File: src/hw/rtl/hme_pkg.sv
`timescale 1ns / 1ps
package hme_pkg;

  localparam int unsigned TypeW    = 2;
  localparam int unsigned IdW      = 8;
  localparam int unsigned TimeW    = 32;
  localparam int unsigned DelayW   = 16;
  localparam int unsigned CfgIdxW  = 8;
  localparam int unsigned OutDataW = 16;

  localparam logic [TypeW-1:0] REQ_TICK      = 2'd0;
  localparam logic [TypeW-1:0] REQ_HEARTBEAT = 2'd1;
  localparam logic [TypeW-1:0] REQ_CANDIDATE = 2'd2;
  localparam logic [TypeW-1:0] REQ_OTHER     = 2'd3;

  localparam logic KIND_HEARTBEAT = 1'b0;
  localparam logic KIND_CANDIDATE = 1'b1;

  localparam logic [IdW-1:0] NO_CANDIDATE = 8'hFF;

  localparam logic [CfgIdxW-1:0] CFG_OWN_ID           = 8'd0;
  localparam logic [CfgIdxW-1:0] CFG_HEARTBEAT_PERIOD = 8'd1;
  localparam logic [CfgIdxW-1:0] CFG_SEARCH_WINDOW    = 8'd2;
  localparam logic [CfgIdxW-1:0] CFG_MASTER_TIMEOUT   = 8'd3;

  localparam logic [IdW-1:0]    RST_OWN_ID           = 8'd0;
  localparam logic [DelayW-1:0] RST_HEARTBEAT_PERIOD = 16'd1000;
  localparam logic [DelayW-1:0] RST_SEARCH_WINDOW    = 16'd1000;
  localparam logic [DelayW-1:0] RST_MASTER_TIMEOUT   = 16'd3000;

  typedef struct packed {
    logic [IdW-1:0]    own_id;
    logic [DelayW-1:0] heartbeat_period;
    logic [DelayW-1:0] search_window;
    logic [DelayW-1:0] master_timeout;
  } cfg_t;

  typedef struct packed {
    logic           send_valid;
    logic           send_kind;
    logic [IdW-1:0] send_id;
    logic           master_now;
    logic           role_changed;
    logic           search_active;
  } result_t;

endpackage

File: src/hw/rtl/hme_cfg_regs.sv
`timescale 1ns / 1ps
module hme_cfg_regs (
  input  logic                        clk_i,
  input  logic                        rst_ni,
  input  logic                        wr_en_i,
  input  logic [hme_pkg::CfgIdxW-1:0] wr_index_i,
  input  logic [hme_pkg::DelayW-1:0]  wr_data_i,
  output hme_pkg::cfg_t               cfg_o
);

  hme_pkg::cfg_t cfg_q, cfg_d;

  always_comb begin
    cfg_d = cfg_q;
    if (wr_en_i) begin
      case (wr_index_i)
        hme_pkg::CFG_OWN_ID:           cfg_d.own_id = wr_data_i[hme_pkg::IdW-1:0];
        hme_pkg::CFG_HEARTBEAT_PERIOD: cfg_d.heartbeat_period = wr_data_i;
        hme_pkg::CFG_SEARCH_WINDOW:    cfg_d.search_window = wr_data_i;
        hme_pkg::CFG_MASTER_TIMEOUT:   cfg_d.master_timeout = wr_data_i;
        default: ;
      endcase
    end
  end

  always_ff @(posedge clk_i or negedge rst_ni) begin
    if (!rst_ni) begin
      cfg_q.own_id           <= hme_pkg::RST_OWN_ID;
      cfg_q.heartbeat_period <= hme_pkg::RST_HEARTBEAT_PERIOD;
      cfg_q.search_window    <= hme_pkg::RST_SEARCH_WINDOW;
      cfg_q.master_timeout   <= hme_pkg::RST_MASTER_TIMEOUT;
    end else begin
      cfg_q <= cfg_d;
    end
  end

  assign cfg_o = cfg_q;

endmodule

File: src/hw/rtl/hme_update.sv
`timescale 1ns / 1ps
module hme_update #(
  parameter int unsigned NODE_COUNT = 16
) (
  input  logic                      clk_i,
  input  logic                      rst_ni,
  input  logic                      step_i,
  input  logic [hme_pkg::TypeW-1:0] req_type_i,
  input  logic [hme_pkg::IdW-1:0]   sender_id_i,
  input  hme_pkg::cfg_t             cfg_i,
  output hme_pkg::result_t          res_o
);

  localparam int unsigned CntW = $clog2(NODE_COUNT + 1);
  localparam logic [CntW-1:0] CntMax = CntW'(NODE_COUNT);

  logic [hme_pkg::TimeW-1:0] time_q, time_d;
  logic [hme_pkg::TimeW-1:0] heard_q, heard_d;
  logic [hme_pkg::TimeW-1:0] sent_q, sent_d;
  logic [hme_pkg::TimeW-1:0] start_q, start_d;
  logic                      master_q, master_d;
  logic                      search_q, search_d;
  logic [hme_pkg::IdW-1:0]   lowest_q, lowest_d;
  logic [CntW-1:0]           cnt_q, cnt_d;

  logic [hme_pkg::TimeW-1:0] time_inc;
  logic                      hb_due, window_over, timed_out;
  logic                      send, kind;

  assign time_inc    = time_q + 32'd1;
  assign hb_due      = (time_inc - sent_q) > {16'd0, cfg_i.heartbeat_period};
  assign window_over = (time_inc - start_q) > {16'd0, cfg_i.search_window};
  assign timed_out   = (time_inc - heard_q) > {16'd0, cfg_i.master_timeout};

  always_comb begin
    time_d   = time_q;
    heard_d  = heard_q;
    sent_d   = sent_q;
    start_d  = start_q;
    master_d = master_q;
    search_d = search_q;
    lowest_d = lowest_q;
    cnt_d    = cnt_q;
    send     = 1'b0;
    kind     = hme_pkg::KIND_HEARTBEAT;
    case (req_type_i)
      hme_pkg::REQ_TICK: begin
        time_d = time_inc;
        if (master_q) begin
          if (hb_due) begin
            sent_d = time_inc;
            send   = 1'b1;
            kind   = hme_pkg::KIND_HEARTBEAT;
          end
        end else if (search_q) begin
          if (window_over) begin
            search_d = 1'b0;
            lowest_d = hme_pkg::NO_CANDIDATE;
            cnt_d    = '0;
            if (!(lowest_q < cfg_i.own_id)) master_d = 1'b1;
            else heard_d = time_inc;
          end
        end else if (timed_out) begin
          search_d = 1'b1;
          start_d  = time_inc;
          send     = 1'b1;
          kind     = hme_pkg::KIND_CANDIDATE;
        end
      end
      hme_pkg::REQ_HEARTBEAT: begin
        heard_d  = time_q;
        master_d = 1'b0;
        if (search_q) begin
          search_d = 1'b0;
          lowest_d = hme_pkg::NO_CANDIDATE;
          cnt_d    = '0;
        end
      end
      hme_pkg::REQ_CANDIDATE: begin
        if (!search_q) begin
          search_d = 1'b1;
          start_d  = time_q;
          send     = 1'b1;
          kind     = hme_pkg::KIND_CANDIDATE;
        end
        if (cnt_q < CntMax) begin
          if (sender_id_i < lowest_q) lowest_d = sender_id_i;
          cnt_d = cnt_q + CntW'(1);
        end
      end
      default: ;
    endcase
  end

  always_comb begin
    res_o.send_valid    = send;
    res_o.send_kind     = send ? kind : 1'b0;
    res_o.send_id       = send ? cfg_i.own_id : '0;
    res_o.master_now    = master_d;
    res_o.role_changed  = master_d != master_q;
    res_o.search_active = search_d;
  end

  always_ff @(posedge clk_i or negedge rst_ni) begin
    if (!rst_ni) begin
      time_q   <= '0;
      heard_q  <= '0;
      sent_q   <= '0;
      start_q  <= '0;
      master_q <= 1'b0;
      search_q <= 1'b0;
      lowest_q <= hme_pkg::NO_CANDIDATE;
      cnt_q    <= '0;
    end else if (step_i) begin
      time_q   <= time_d;
      heard_q  <= heard_d;
      sent_q   <= sent_d;
      start_q  <= start_d;
      master_q <= master_d;
      search_q <= search_d;
      lowest_q <= lowest_d;
      cnt_q    <= cnt_d;
    end
  end

endmodule

File: src/hw/rtl/heartbeat_master_election_core.sv
`timescale 1ns / 1ps
// pipeline: an input transfer is registered in the input register, its result in the result register
// throughput: one item per cycle while the output is not stalled; the state update sits
//   between the input register and the result register and its result is combinational
// reset: asynchronous, active low; clears the valid flags of both pipeline registers and
//   the election state, and loads the configuration registers with their defaults
module heartbeat_master_election_core #(
  parameter int unsigned NODE_COUNT = 16
) (
  input  logic                         clk_i,
  input  logic                         rst_ni,
  input  logic                         cfg_valid_i,
  output logic                         cfg_ready_o,
  input  logic [hme_pkg::CfgIdxW-1:0]  cfg_index_i,
  input  logic [hme_pkg::DelayW-1:0]   cfg_data_i,
  input  logic                         s_axis_tvalid_i,
  output logic                         s_axis_tready_o,
  input  logic [hme_pkg::IdW-1:0]      s_axis_tdata_i,   // sender_id
  input  logic [hme_pkg::TypeW-1:0]    s_axis_tuser_i,   // req_type
  output logic                         m_axis_tvalid_o,
  input  logic                         m_axis_tready_i,
  // send_valid, send_id[8:1], master_now, role_changed, search_active, zero pad
  output logic [hme_pkg::OutDataW-1:0] m_axis_tdata_o,
  output logic                         m_axis_tuser_o    // send_kind
);

  hme_pkg::cfg_t    cfg;
  hme_pkg::result_t res;
  hme_pkg::result_t out_q;

  logic                      in_valid_q, in_valid_d;
  logic [hme_pkg::TypeW-1:0] in_type_q;
  logic [hme_pkg::IdW-1:0]   in_id_q;
  logic                      out_valid_q, out_valid_d;
  logic                      advance, in_take;

  assign cfg_ready_o = 1'b1;

  hme_cfg_regs u_cfg (
    .clk_i      (clk_i),
    .rst_ni     (rst_ni),
    .wr_en_i    (cfg_valid_i),
    .wr_index_i (cfg_index_i),
    .wr_data_i  (cfg_data_i),
    .cfg_o      (cfg)
  );

  assign advance         = in_valid_q && (!out_valid_q || m_axis_tready_i);
  assign s_axis_tready_o = !in_valid_q || advance;
  assign in_take         = s_axis_tvalid_i && s_axis_tready_o;
  assign in_valid_d      = in_take || (in_valid_q && !advance);
  assign out_valid_d     = advance || (out_valid_q && !m_axis_tready_i);

  hme_update #(
    .NODE_COUNT (NODE_COUNT)
  ) u_update (
    .clk_i       (clk_i),
    .rst_ni      (rst_ni),
    .step_i      (advance),
    .req_type_i  (in_type_q),
    .sender_id_i (in_id_q),
    .cfg_i       (cfg),
    .res_o       (res)
  );

  always_ff @(posedge clk_i or negedge rst_ni) begin
    if (!rst_ni) begin
      in_valid_q  <= 1'b0;
      out_valid_q <= 1'b0;
    end else begin
      in_valid_q  <= in_valid_d;
      out_valid_q <= out_valid_d;
    end
  end

  always_ff @(posedge clk_i) begin
    if (in_take) begin
      in_type_q <= s_axis_tuser_i;
      in_id_q   <= s_axis_tdata_i;
    end
    if (advance) begin
      out_q <= res;
    end
  end

  assign m_axis_tvalid_o = out_valid_q;
  assign m_axis_tuser_o  = out_q.send_kind;
  assign m_axis_tdata_o  = {4'd0, out_q.search_active, out_q.role_changed,
                            out_q.master_now, out_q.send_id, out_q.send_valid};

endmodule

File: config.mk
export PLATFORM = sky130hd
export DESIGN_NAME = heartbeat_master_election_core
export DESIGN_NICKNAME = d
export VERILOG_FILES = /design/src/hw/rtl/hme_pkg.sv /design/src/hw/rtl/hme_cfg_regs.sv /design/src/hw/rtl/hme_update.sv /design/src/hw/rtl/heartbeat_master_election_core.sv
export SDC_FILE = /design/constraint.sdc
export NUM_CORES = 1
export LEC_CHECK = 0
export BUFFER_PORTS_ARGS = -buffer_cell sky130_fd_sc_hd__clkbuf_2
export CAP_MARGIN = 20
export CORE_MARGIN = 1
export CORE_UTILIZATION = 46
export CTS_BUF_LIST = sky130_fd_sc_hd__clkbuf_4
export DETAILED_ROUTE_END_ITERATION = 7
export MAX_ROUTING_LAYER = met4
export PLACE_DENSITY = 0.65
export SLEW_MARGIN = 20
export SYNTH_ARGS = -nofsm -noshare
export SYNTH_HDL_FRONTEND = slang
export SYNTH_SLANG_ARGS = --single-unit
File: constraint.sdc
create_clock -name clk_i -period 7.3 [get_ports clk_i]
set_input_delay 1.46 -clock clk_i [delete_from_list [all_inputs] [get_ports clk_i]]
set_output_delay 1.46 -clock clk_i [all_outputs]
set_load 0.1 [all_outputs]
# ---- After elaboration in Yosys (flattened, before gate mapping)
# Cells that the tools add are included.
dict set report totals {
  word_cells 116
  inputBits 39
  register_bits 224
}
dict set report op_classes {
  n_eq_ne 16
  muxes 40
  add_sub_neg 5
  magnitude_cmp 6
  n_reduce_logical 27
}
# cell count
set ops {}
lappend ops {{$mux 32} 8}
lappend ops {{$pmux 32 s2} 2}
lappend ops {{$gt 32x16->1} 3}
lappend ops {{$sub 32x32->32} 3}
lappend ops {{$mux 8} 6}
lappend ops {{$add 32x1->32 const B} 1}
lappend ops {{$mux 5} 5}
lappend ops {{$pmux 8 s3} 1}
lappend ops {{$eq 8x2->1 const B} 2}
lappend ops {{$lt 8x8->1} 2}
lappend ops {{$pmux 5 s3} 1}
lappend ops {{$ne 2x1->1 const B} 7}
lappend ops {{$mux 1} 13}
lappend ops {{$reduce_and 6->1} 2}
lappend ops {{$reduce_and 2->1} 5}
lappend ops {{$eq 8x1->1 const B} 1}
lappend ops {{$logic_not 8->1} 1}
lappend ops {{$reduce_and 8->1} 1}
lappend ops {{$reduce_and 7->1} 1}
lappend ops {{$ne 2x2->1 const B} 3}
lappend ops {{$pmux 1 s2} 3}
lappend ops {{$add 5x1->5 const B} 1}
lappend ops {{$lt 5x5->1 const B} 1}
lappend ops {{$logic_and 1x1->1} 4}
lappend ops {{10 further kinds} 17}

# ---- Longest topological paths before layout
# Gate-level depths: netlist of the first run.
dict set report logic_depth {
  word_depth 8
  depth_mapped 24
  depth_no_buf 23
}

# ---- Cells and area by module
# A second synthesis of the first run with hierarchy kept.
dict set report hier_totals {
  cells_unflattened 1998
  hier_area_um2 17857.1
}
# module seq_area_each_um2 cells_each instances area_each_um2
set modules_own_cells {}
lappend modules_own_cells {hme_update 3588.4 1837 1 14769.2}
lappend modules_own_cells {hme_cfg_regs 1425.1 123 1 2248.4}
lappend modules_own_cells {heartbeat_master_election_core 740.7 38 1 839.6}

# ---- Least setup slack after synthesis of the first run
# No wires, ideal clock.
dict set report synth_path {
  kind {register to register}
  startpoint {register u_update.time_q[1] in the netlist's numbering}
  endpoint {register u_update.sent_q[10] in the netlist's numbering}
  path_slack_ns 1.824
  arrival_ns 5.351
  stages_incl_launch_ff 23
  cell_sequence {dfrtp_1 -> ha_1 -> nand3_1 -> or3_1 -> or3_1 -> xnor2_1 -> ha_1 -> a21oi_1 -> o21ai_0 -> nor2_1 -> a21oi_1 -> xor2_1 -> ha_1 -> nand3_1 -> nor3_1 -> a221oi_1 -> o211ai_1 -> a2111o_1 -> nor4b_1 -> nand3_1 -> o211ai_4 -> buf_8 -> mux2_4}
}
dict set report synth_between {
  elab_chain_cells 4
}
# element line
set synth_rtl {}
lappend synth_rtl {{start: declaration} hme_update.sv:17} ;# logic [hme_pkg::TimeW-1:0] time_q, time_d;
lappend synth_rtl {{start signal: assignment} hme_update.sv:115} ;# time_q <= time_d;
lappend synth_rtl {{$add 32x1->32} hme_update.sv:30} ;# assign time_inc = time_q + 32'd1;
lappend synth_rtl {{net u_update.time_inc, one bit} hme_update.sv:26} ;# logic [hme_pkg::TimeW-1:0] time_inc;
lappend synth_rtl {{$sub 32x32->32} hme_update.sv:31} ;# assign hb_due = (time_inc - sent_q) > {16'd0, cfg_i.heartbeat_period};
lappend synth_rtl {{$gt 32x16->1} hme_update.sv:31}
lappend synth_rtl {{$reduce_and 4->1 (no source line)} n/a}
lappend synth_rtl {{end signal: assignment} hme_update.sv:117} ;# sent_q <= sent_d;
lappend synth_rtl {{end: declaration} hme_update.sv:19} ;# logic [hme_pkg::TimeW-1:0] sent_q, sent_d;
# The timed path passes the listed nets, and every way through them passes these cells.
# A chain may end at the register's enable or synchronous reset.

# ---- Final worst setup path of the first run
dict set report layout_path {
  startpoint {register u_update.time_q[1] in the netlist's numbering}
  endpoint {register u_update.heard_q[18] in the netlist's numbering}
}
dict set report layout_between {
  word_cells_on_any_way 10
}
# element line
set layout_lines {}
lappend layout_lines {{$add 32x1->32} hme_update.sv:30}
lappend layout_lines {{net u_update.time_inc, one bit} hme_update.sv:26}
lappend layout_lines {{$sub 32x32->32} hme_update.sv:32} ;# assign window_over = (time_inc - start_q) > {16'd0, cfg_i.search_window};
lappend layout_lines {{$gt 32x16->1} hme_update.sv:32}
lappend layout_lines {{$ne 2x1->1 (no source line)} n/a}
lappend layout_lines {{$reduce_and 6->1 (no source line)} n/a}
lappend layout_lines {{end signal: assignment} hme_update.sv:116} ;# heard_q <= heard_d;
lappend layout_lines {{end: declaration} hme_update.sv:18} ;# logic [hme_pkg::TimeW-1:0] heard_q, heard_d;
# The timed path passes the listed nets, and every way through them passes these cells. The select of a mux whose other input is x is not followed.

==> metrics.md, run 1 <==
| Metric | Value |
|---|---|
| Setup slack, reg-to-reg | 0.44 ns |
| Total Routing Usage GR | between 20 and 30% |
| Die span in y | between 200 and 250 um |
| Drt pass-1 iters | 6 |
| PortBufs | 53 |
| CTS tree | yes |
| Max cap viols | 0 |
| Period utilization | 93.9% |
| DRC Markers | 0 |
| Register bit total from synthesis | roughly 220 |
| Reg2reg end | u_update.heard_q[18] |
| CP Capture Type | flip-flop |
| Crit Path Class | flip-flop to flip-flop |
| Gp weighted congestion | approximately 0.97 |
| Relative slew slack | approximately 34% |
| Final-report max-slew violation count | 0 |
| Final worst path period need | between 6 and 7 ns |
| Mapped Area | ~0.019 mm^2 |
| Clock sink count | ~220 |
| Hold path start | u_update.start_q[26] |
| Avg Cell Area, Syn | 8.71 um^2 |
| Critical path startpoint category | flip-flop |
| Worst R2R Path Depth | 23 |
| Hold Path Sink | u_update.start_q[26] |
| Avg WL per Cell | 20.5 um |
| Width of the die | between 200 and 250 um |
| Post-DP HPWL | approximately 44 mm |
| Remaining Overflow, GRT | 0 |
| Clock slew at reported path FFs | roughly 0.060 ns |
| Die area | ~0.042 mm^2 |
| Antenna viol nets, final | 0 |
| # H-tree levels | 3 |
| Pleak | a little under 10 nW |
| Net count, final | 2423 |
| Status | completed |
| Root Driver | clkbuf_4 |
| Worst setup skew after layout | 0.0544 ns |
| Final Hold Fails | 0 |
| Critical Path RT | 7.93 ns |
| Io pins | 59 |
| Routed WL | 57.7 mm |
| Hold path depth | 1 |
| Yosys cell types | between 90 and 100 |
| PwrDens | between 300 and 400 mW/mm^2 |
| Core region area | between 0.04 and 0.05 mm^2 |
| Slew @ Worst Pin | 0.986 ns |
| Setup crit start | u_update.time_q[1] |
| Mapped Cells | about 2200 |
| Commonest register cell after synthesis | dfrtp_1 |
| Vias per cell | 6.00 |
| EDFF count, synth | 23 |
| RSZ-0062 raised after global routing | no |
| Fill cells | around 4000 |
| Initial antenna violation count | 2 |
| Layout area overhead | 8.50% |
| CTS buffer count | around 70 |
| Worst reg2reg path startpoint | u_update.time_q[1] |
| Placement Rows | 74 |
| Initial DRC count | ~1200 |
| Sequential-to-total area share from yosys stat | a little under a third |
| Post-layout util | between 50% and 60% |
| Peak VDD IR | 0.196 mV |
| Final setup fails | 0 |
| Arrival @ worst endpoint | around 7.5 ns |
| FMAX | ~0.15 GHz |
| Max Root-Sink Buffers | 3 |
| First-pass GRT wire length | between 80 and 90 mm |
| Ys Warns | 0 |
| Starting Density | approximately 47% |
| Fraction of layout cells with a size suffix above 1 | 15.2% |
| Share of synthesized flip-flops with an asynchronous set or reset | between 80 and 90% |
| Largest net degree at the start of global routing | around 150 |
| CP Max Fanout | 27 |
| Clock Latency Late Sink | a little under 0.8 ns |
| Post-route setup TNS | 0 ns |
| Vias in the first global route | between 15000 and 20000 |
| Hold/Removal Path Class | flip-flop to flip-flop |
| Vias | ~17000 |
layout make-up:
class                      instances  area (um^2)  share of cell area (%)
timing repair buffer              88          562                    2.73
inverter                         184          691                    3.36
antenna                            4         10.0                  0.0486
clock buffer                     104          781                    3.79
multi-input combinational       1657        12000                    58.4
clock inverter                    16         90.1                   0.438
tap                              532          666                    3.23
sequential                       224         5750                    28.0
cell usage after synthesis (20+ instances only):
cell type,n,area share (%)
dfstp_2,27,3.7
mux2i_1,37,2.0
ha_1,157,10
clkbuf_1,71,1.4
nor3_1,39,1.0
mux2_2,51,3.0
buf_2,20,0.53
or4_1,35,1.4
xnor2_1,107,4.9
edfxtp_1,23,3.6
a21o_1,44,1.7
o21ai_0,83,2.2
nand2b_1,30,0.99
nor2_1,163,3.2
xor2_1,57,2.6
dfrtp_1,174,23
nand4_1,68,2.2
inv_1,182,3.6
nand2_1,164,3.2
a21oi_1,136,3.6
o211ai_1,28,1.1
a21boi_0,35,1.4
a211oi_1,25,0.99
mux2_4,27,2.1
a211o_1,33,1.5
nand3_1,74,2.0
flip-flops by register name, indices dropped and copies added, names as in the netlist:
register	flops
u_update.search_q	1
u_update.time_q	32
u_update.lowest_q	8
u_update.sent_q	32
in_type_q	2
in_valid_q	1
u_cfg.cfg_o	56
u_update.heard_q	32
u_update.cnt_q	5
m_axis_tvalid_o	1
u_update.start_q	32
u_update.master_q	1
in_id_q	8
m_axis_tdata_o	12
m_axis_tuser_o	1
per-stage QoR:
step           total power (W)  hold WS (ns)  setup slack (ns)  cells  cell area [um^2]
3_3_place_gp           0.00602         0.474             0.385   2685             19700
5_1_grt                0.00802         0.513            0.0590   2809             20600
3_5_place_dp           0.00610         0.485             0.291   2685             19700
6_report               0.00741         0.489             0.444   2809             20600
2_1_floorplan          0.00486         0.457              1.82   2180             19000
4_1_cts                0.00743         0.498             0.234   2805             20500
timing repair:
item	4_1_cts	5_1_grt
gates resized for setup	0	2
hold buffers	0	0
setup endpoints to repair	0	28
setup buffers	0	0
hold endpoints to repair	0	0
worst max path at each step:
stage / to / slack (ns) / cells after the start
finish: u_update.heard_q[18] / 0.44 / 23
global route: u_update.heard_q[19] / 0.06 / 24
CTS: u_update.heard_q[18] / 0.23 / 24
detailed placement: u_update.heard_q[18] / 0.29 / 24
global placement: u_update.heard_q[24] / 0.39 / 24
floorplan: u_update.sent_q[10] / 1.82 / 22
critical path, stage by stage (launching register included):
cell and delay [ns]:
dfrtp_1 0.46, ha_1 0.31, nand3_1 0.22, or3_1 0.44, or2_2 0.35, xnor2_1 0.43, ha_1 0.40, nand2_1 0.15
nor2_1 0.10, a211oi_1 0.54, nand2_1 0.13, xor2_1 0.17, ha_1 0.31, nand4_1 0.17, nor3_1 0.12, a221o_1 0.32
o31ai_1 0.46, nand4_1 0.17, nor4_2 0.32, buf_4 0.21, a31o_2 0.28, buf_4 0.35, or4_1 0.18, nand3_1 0.08
where the power goes:
part | internal (W) | switching (W) | total [W] | leakage [nW]
logic | 0.00181 | 0.00272 | 0.00453 | 6.40
clock network | 0.000682 | 0.000594 | 0.00128 | 0.531
registers | 0.00147 | 0.000130 | 0.00160 | 2.77
total | 0.00396 | 0.00345 | 0.00741 | 9.69
metal layers:
| metal | part of all wire (%) | vias up | track usage [%] |
|---|---|---|---|
| met2 | 45 | 552 | 43.8 |
| met3 | 5.7 | 100 | 5.30 |
| met5 | 0 | - | - |
| met1 | 46 | 8196 | 37.7 |
| li1 | - | 7993 | - |
| met4 | 2.8 | 0 | 10.1 |
kinds of logic (layout without fill, tap and decap cells):
kind of cell	Yosys count	in the layout	synth area share, %
buffers and inverters	299	392	6.54
AND/OR/NAND/NOR	672	672	17.9
other	2	9	0.0396
multiplexers	122	122	7.53
flip-flops	224	224	30.3
XOR/XNOR	167	167	7.89
adder cells (fa/ha/maj)	160	160	10.7
AO/OA/AOI/OAI	531	531	19.1
layout by cell type (no fill, tap or decap), drive strengths merged, types with 27 or more instances in the layout:
cell type and instances:
nand3 74, a21boi 35, inv 185, ha 157, a21o 44, nand2 165, dfstp 27, o21ai 87
nand4 69, nor3 40, a211o 33, o211ai 30, a21oi 138, dfrtp 174, xor2 57, nand2b 30
buf 35, mux2i 37, nor2 163, clkbuf 157, mux2 85, or4 35, xnor2 110
Power figures use the tool's default switching activity.
==> run 2: changes to the inputs <==
--- a/config.mk
+++ b/config.mk
@@ -9,7 +9,6 @@
 export CAP_MARGIN = 20
 export CORE_MARGIN = 1
 export CORE_UTILIZATION = 46
-export CTS_BUF_LIST = sky130_fd_sc_hd__clkbuf_4
 export DETAILED_ROUTE_END_ITERATION = 7
 export MAX_ROUTING_LAYER = met4
 export PLACE_DENSITY = 0.65
==> run 2 against run 1 <==
  * Final cell count down 2.6%
  * Non-clock buffer count is the same
  * Sequential share of layout area is 0.24 points lower
  * Worst hold slack improved by 0.0024 ns
  * Via count decreased by 1.2%
  * Die area is the same
  * First-iteration DRC count up 14%
  * Cell area up 0.86%
  * Sequential power barely moved
  * Global-route usage fell by 0.52 points
  * Count of clock-buffer cells in the layout is 74 lower
  * Clock power is 25% higher
  * Critical path type unchanged
==> metrics.md, run 2 (synthesis gave the netlist of run 1 again) <==
| Metric | Value |
|---|---|
| Clock sink count | 224 (unchanged) |
| Slew @ Worst Pin | 0.967 ns (-0.0193 ns) |
| Sequential cell area | 0.00575 mm^2 (unchanged) |
| CP Max Fanout | 27 (unchanged) |
| Final setup fails | 0 (unchanged) |
| Hold Path Sink | u_update.start_q[26] |
| CP Capture Type | flip-flop |
| Placement Rows | 74 (unchanged) |
| # H-tree levels | 1 (-2) |
| Die span in y | 205 um (unchanged) |
| PwrDens | 373 mW/mm^2 (+3.7%) |
| Critical path startpoint category | flip-flop |
| Starting Density | 46.6% (unchanged) |
| Total Routing Usage GR | 28.1% (-0.52 points) |
| DP Worst Slack | 0.291 ns (unchanged) |
| Vias in the first global route | 15957 (-2.3%) |
| Io pins | 59 (unchanged) |
| Net count, final | 2382 (-1.7%) |
| Clock slew at reported path FFs | 0.06 ns (about the same) |
| # diodes | 0 (-4) |
| Pleak | 9.68 nW (-0.19%) |
| Hold path start | u_update.start_q[26] |
| Vias per cell | 6.08 (+1.4%) |
| Root Driver | clkbuf_16 |
| DRC Markers | 0 (unchanged) |
| Design Power | 0.00775 W (+4.6%) |
| Width of the die | 205 um (unchanged) |
| Final-report max-slew violation count | 0 (unchanged) |
| Most common cell after layout, fill and taps aside | inv_1 |
| Max cap viols | 0 (unchanged) |
| Critical Path RT | 7.74 ns (-0.19 ns) |
| Setup slack, reg-to-reg | 0.45 ns (about the same) |
| Relative slew slack | 35.5% (+1.3 points) |
| Vias | 16633 (-1.2%) |
| Footprint of the multi-input gates | 0.0120 mm^2 (unchanged) |
| Setup ws final | 0.448 ns (+0.00404 ns) |
| Post-DP HPWL | 43.9 mm (unchanged) |
| Period utilization | 93.9% (about the same) |
| Antenna viol nets, final | 0 (unchanged) |
| Die area | 0.0421 mm^2 (unchanged) |
| Most frequent cells in the layout | 182 x inv_1, 174 x dfrtp_1, 162 x nand2_1 |
| Reg2reg end | u_update.heard_q[18] |
| Largest net degree at the start of global routing | 151 (unchanged) |
| Routed WL | 57.5 mm (-0.34%) |
| Worst R2R Path Depth | 24 (+4.3%) |
| Status | completed |
| Max Root-Sink Buffers | 3 (unchanged) |
| Hold path depth | 1 (unchanged) |
| CTS tree | yes |
| Fraction of layout cells with a size suffix above 1 | 12.9% (-2.3 points) |
| Final worst path period need | 6.85 ns (-0.00404 ns) |
| Peak VDD IR | 0.348 mV (+77%) |
| Arrival @ worst endpoint | 7.30 ns (-0.18 ns) |
| Initial DRC count | 1370 (+14%) |
| Drt pass-1 iters | 5 (-1) |
| Avg WL per Cell | 21.0 um (+2.3%) |
| Number of setup buffers added after CTS | 0 (unchanged) |
| RSZ-0062 raised after global routing | no |
| Worst setup skew after layout | 0.0281 ns (-0.0262 ns) |
| CTS buffer count | 28 (-59%) |
| Gp weighted congestion | 0.966 (unchanged) |
| Layout area overhead | 9.43% |
| First-pass GRT wire length | 88.8 mm (-0.92%) |
| PortBufs | 53 (unchanged) |
| Remaining Overflow, GRT | 0 (unchanged) |
| Clock Latency Late Sink | 0.58 ns (-0.21 ns) |
| Crit Path Class | flip-flop to flip-flop |
| Worst reg2reg path startpoint | u_update.time_q[0] |
| Max reg flops | 56 (unchanged) |
| Initial antenna violation count | 0 (-2) |
| Fill cells | 3863 (-1.2%) |
| Post-route setup TNS | 0 ns (unchanged) |
| Core region area | 0.0407 mm^2 (unchanged) |
| Hold/Removal Path Class | flip-flop to flip-flop |
| FMAX | 0.146 GHz (about the same) |
| Final Hold Fails | 0 (unchanged) |
-- run 2: cell count changes in the layout (fill, tap and decap cells not counted), moves of 2 or more --
cell	before	now
bufinv_16	1	8
clkbuf_16	0	28
clkbuf_4	104	0
clkinv_1	11	4
clkinv_2	3	5
clkinv_4	0	3
clkinvlp_4	0	2
diode_2	4	0
inv_2	3	0
-- run 2: worst max-delay path, cell delays in order, from the launching register on --
cell      delay [ns]
dfrtp_1         0.32
buf_4           0.18
ha_1            0.29
nand3_1         0.22
or3_1           0.44
or2_2           0.35
xnor2_1         0.46
ha_1            0.40
nand2_1         0.15
nor2_1          0.10
a211oi_1        0.53
nand2_1         0.14
xor2_1          0.17
ha_1            0.32
nand4_1         0.17
nor3_1          0.12
a221o_1         0.32
o31ai_1         0.44
nand4_1         0.17
nor4_2          0.32
buf_4           0.21
a31o_2          0.28
buf_4           0.34
or4_1           0.18
nand3_1         0.07
-- run 2: final cells by class --
type                    instances  share of cell area [%]
clock buffers                  30                    3.46
clock inverters                22                    1.63
multi-input cells            1657                    57.9
well taps                     532                    3.21
repair buffers                 88                    2.71
flip-flops and latches        224                    27.7
inverters                     184                    3.33
-- run 2: through the flow --
stage | hold WS (ns) | std cells | utilization (%) | area [um^2]
after floorplan | 0.457 | 2180 | - | 19000
after global placement | 0.474 | 2685 | 48.3 | 19700
after detailed placement | 0.485 | 2685 | 48.3 | 19700
after CTS | 0.498 | 2737 | 50.9 | 20700
after global routing | 0.513 | 2737 | 51.0 | 20800
final | 0.492 | 2737 | 51.0 | 20800
-- run 2: what timing repair did --
item                                    CTS  global route
endpoints found under the hold margin     0             0
hold buffers                              0             0
gates resized for setup                   0             2
endpoints found under the setup margin    0            28
-- run 2: how the worst max path moves through the flow --
stage / cells after the start / slack (ns) / to / from
floorplan: 22 / 1.82 / u_update.sent_q[10] / u_update.time_q[1]
global placement: 24 / 0.39 / u_update.heard_q[24] / u_update.time_q[0]
detailed placement: 24 / 0.29 / u_update.heard_q[18] / u_update.time_q[0]
CTS: 24 / 0.24 / u_update.heard_q[18] / u_update.time_q[0]
global route: 24 / 0.06 / u_update.heard_q[8] / u_update.time_q[0]
finish: 24 / 0.45 / u_update.heard_q[18] / u_update.time_q[0]
-- run 2: metal layers --
metal,vias to the layer above,track usage [%],share of wire (%)
met5,-,-,0
met4,0,8.54,3.1
met3,110,3.85,6.0
met2,604,43.4,45
met1,8047,38.0,46
li1,7872,-,-
-- run 2: power breakdown --
part	switching, W	internal (W)	total (W)
Clock	0.000600	0.000998	0.00160
Combinational	0.00274	0.00181	0.00455
Sequential	0.000131	0.00147	0.00160
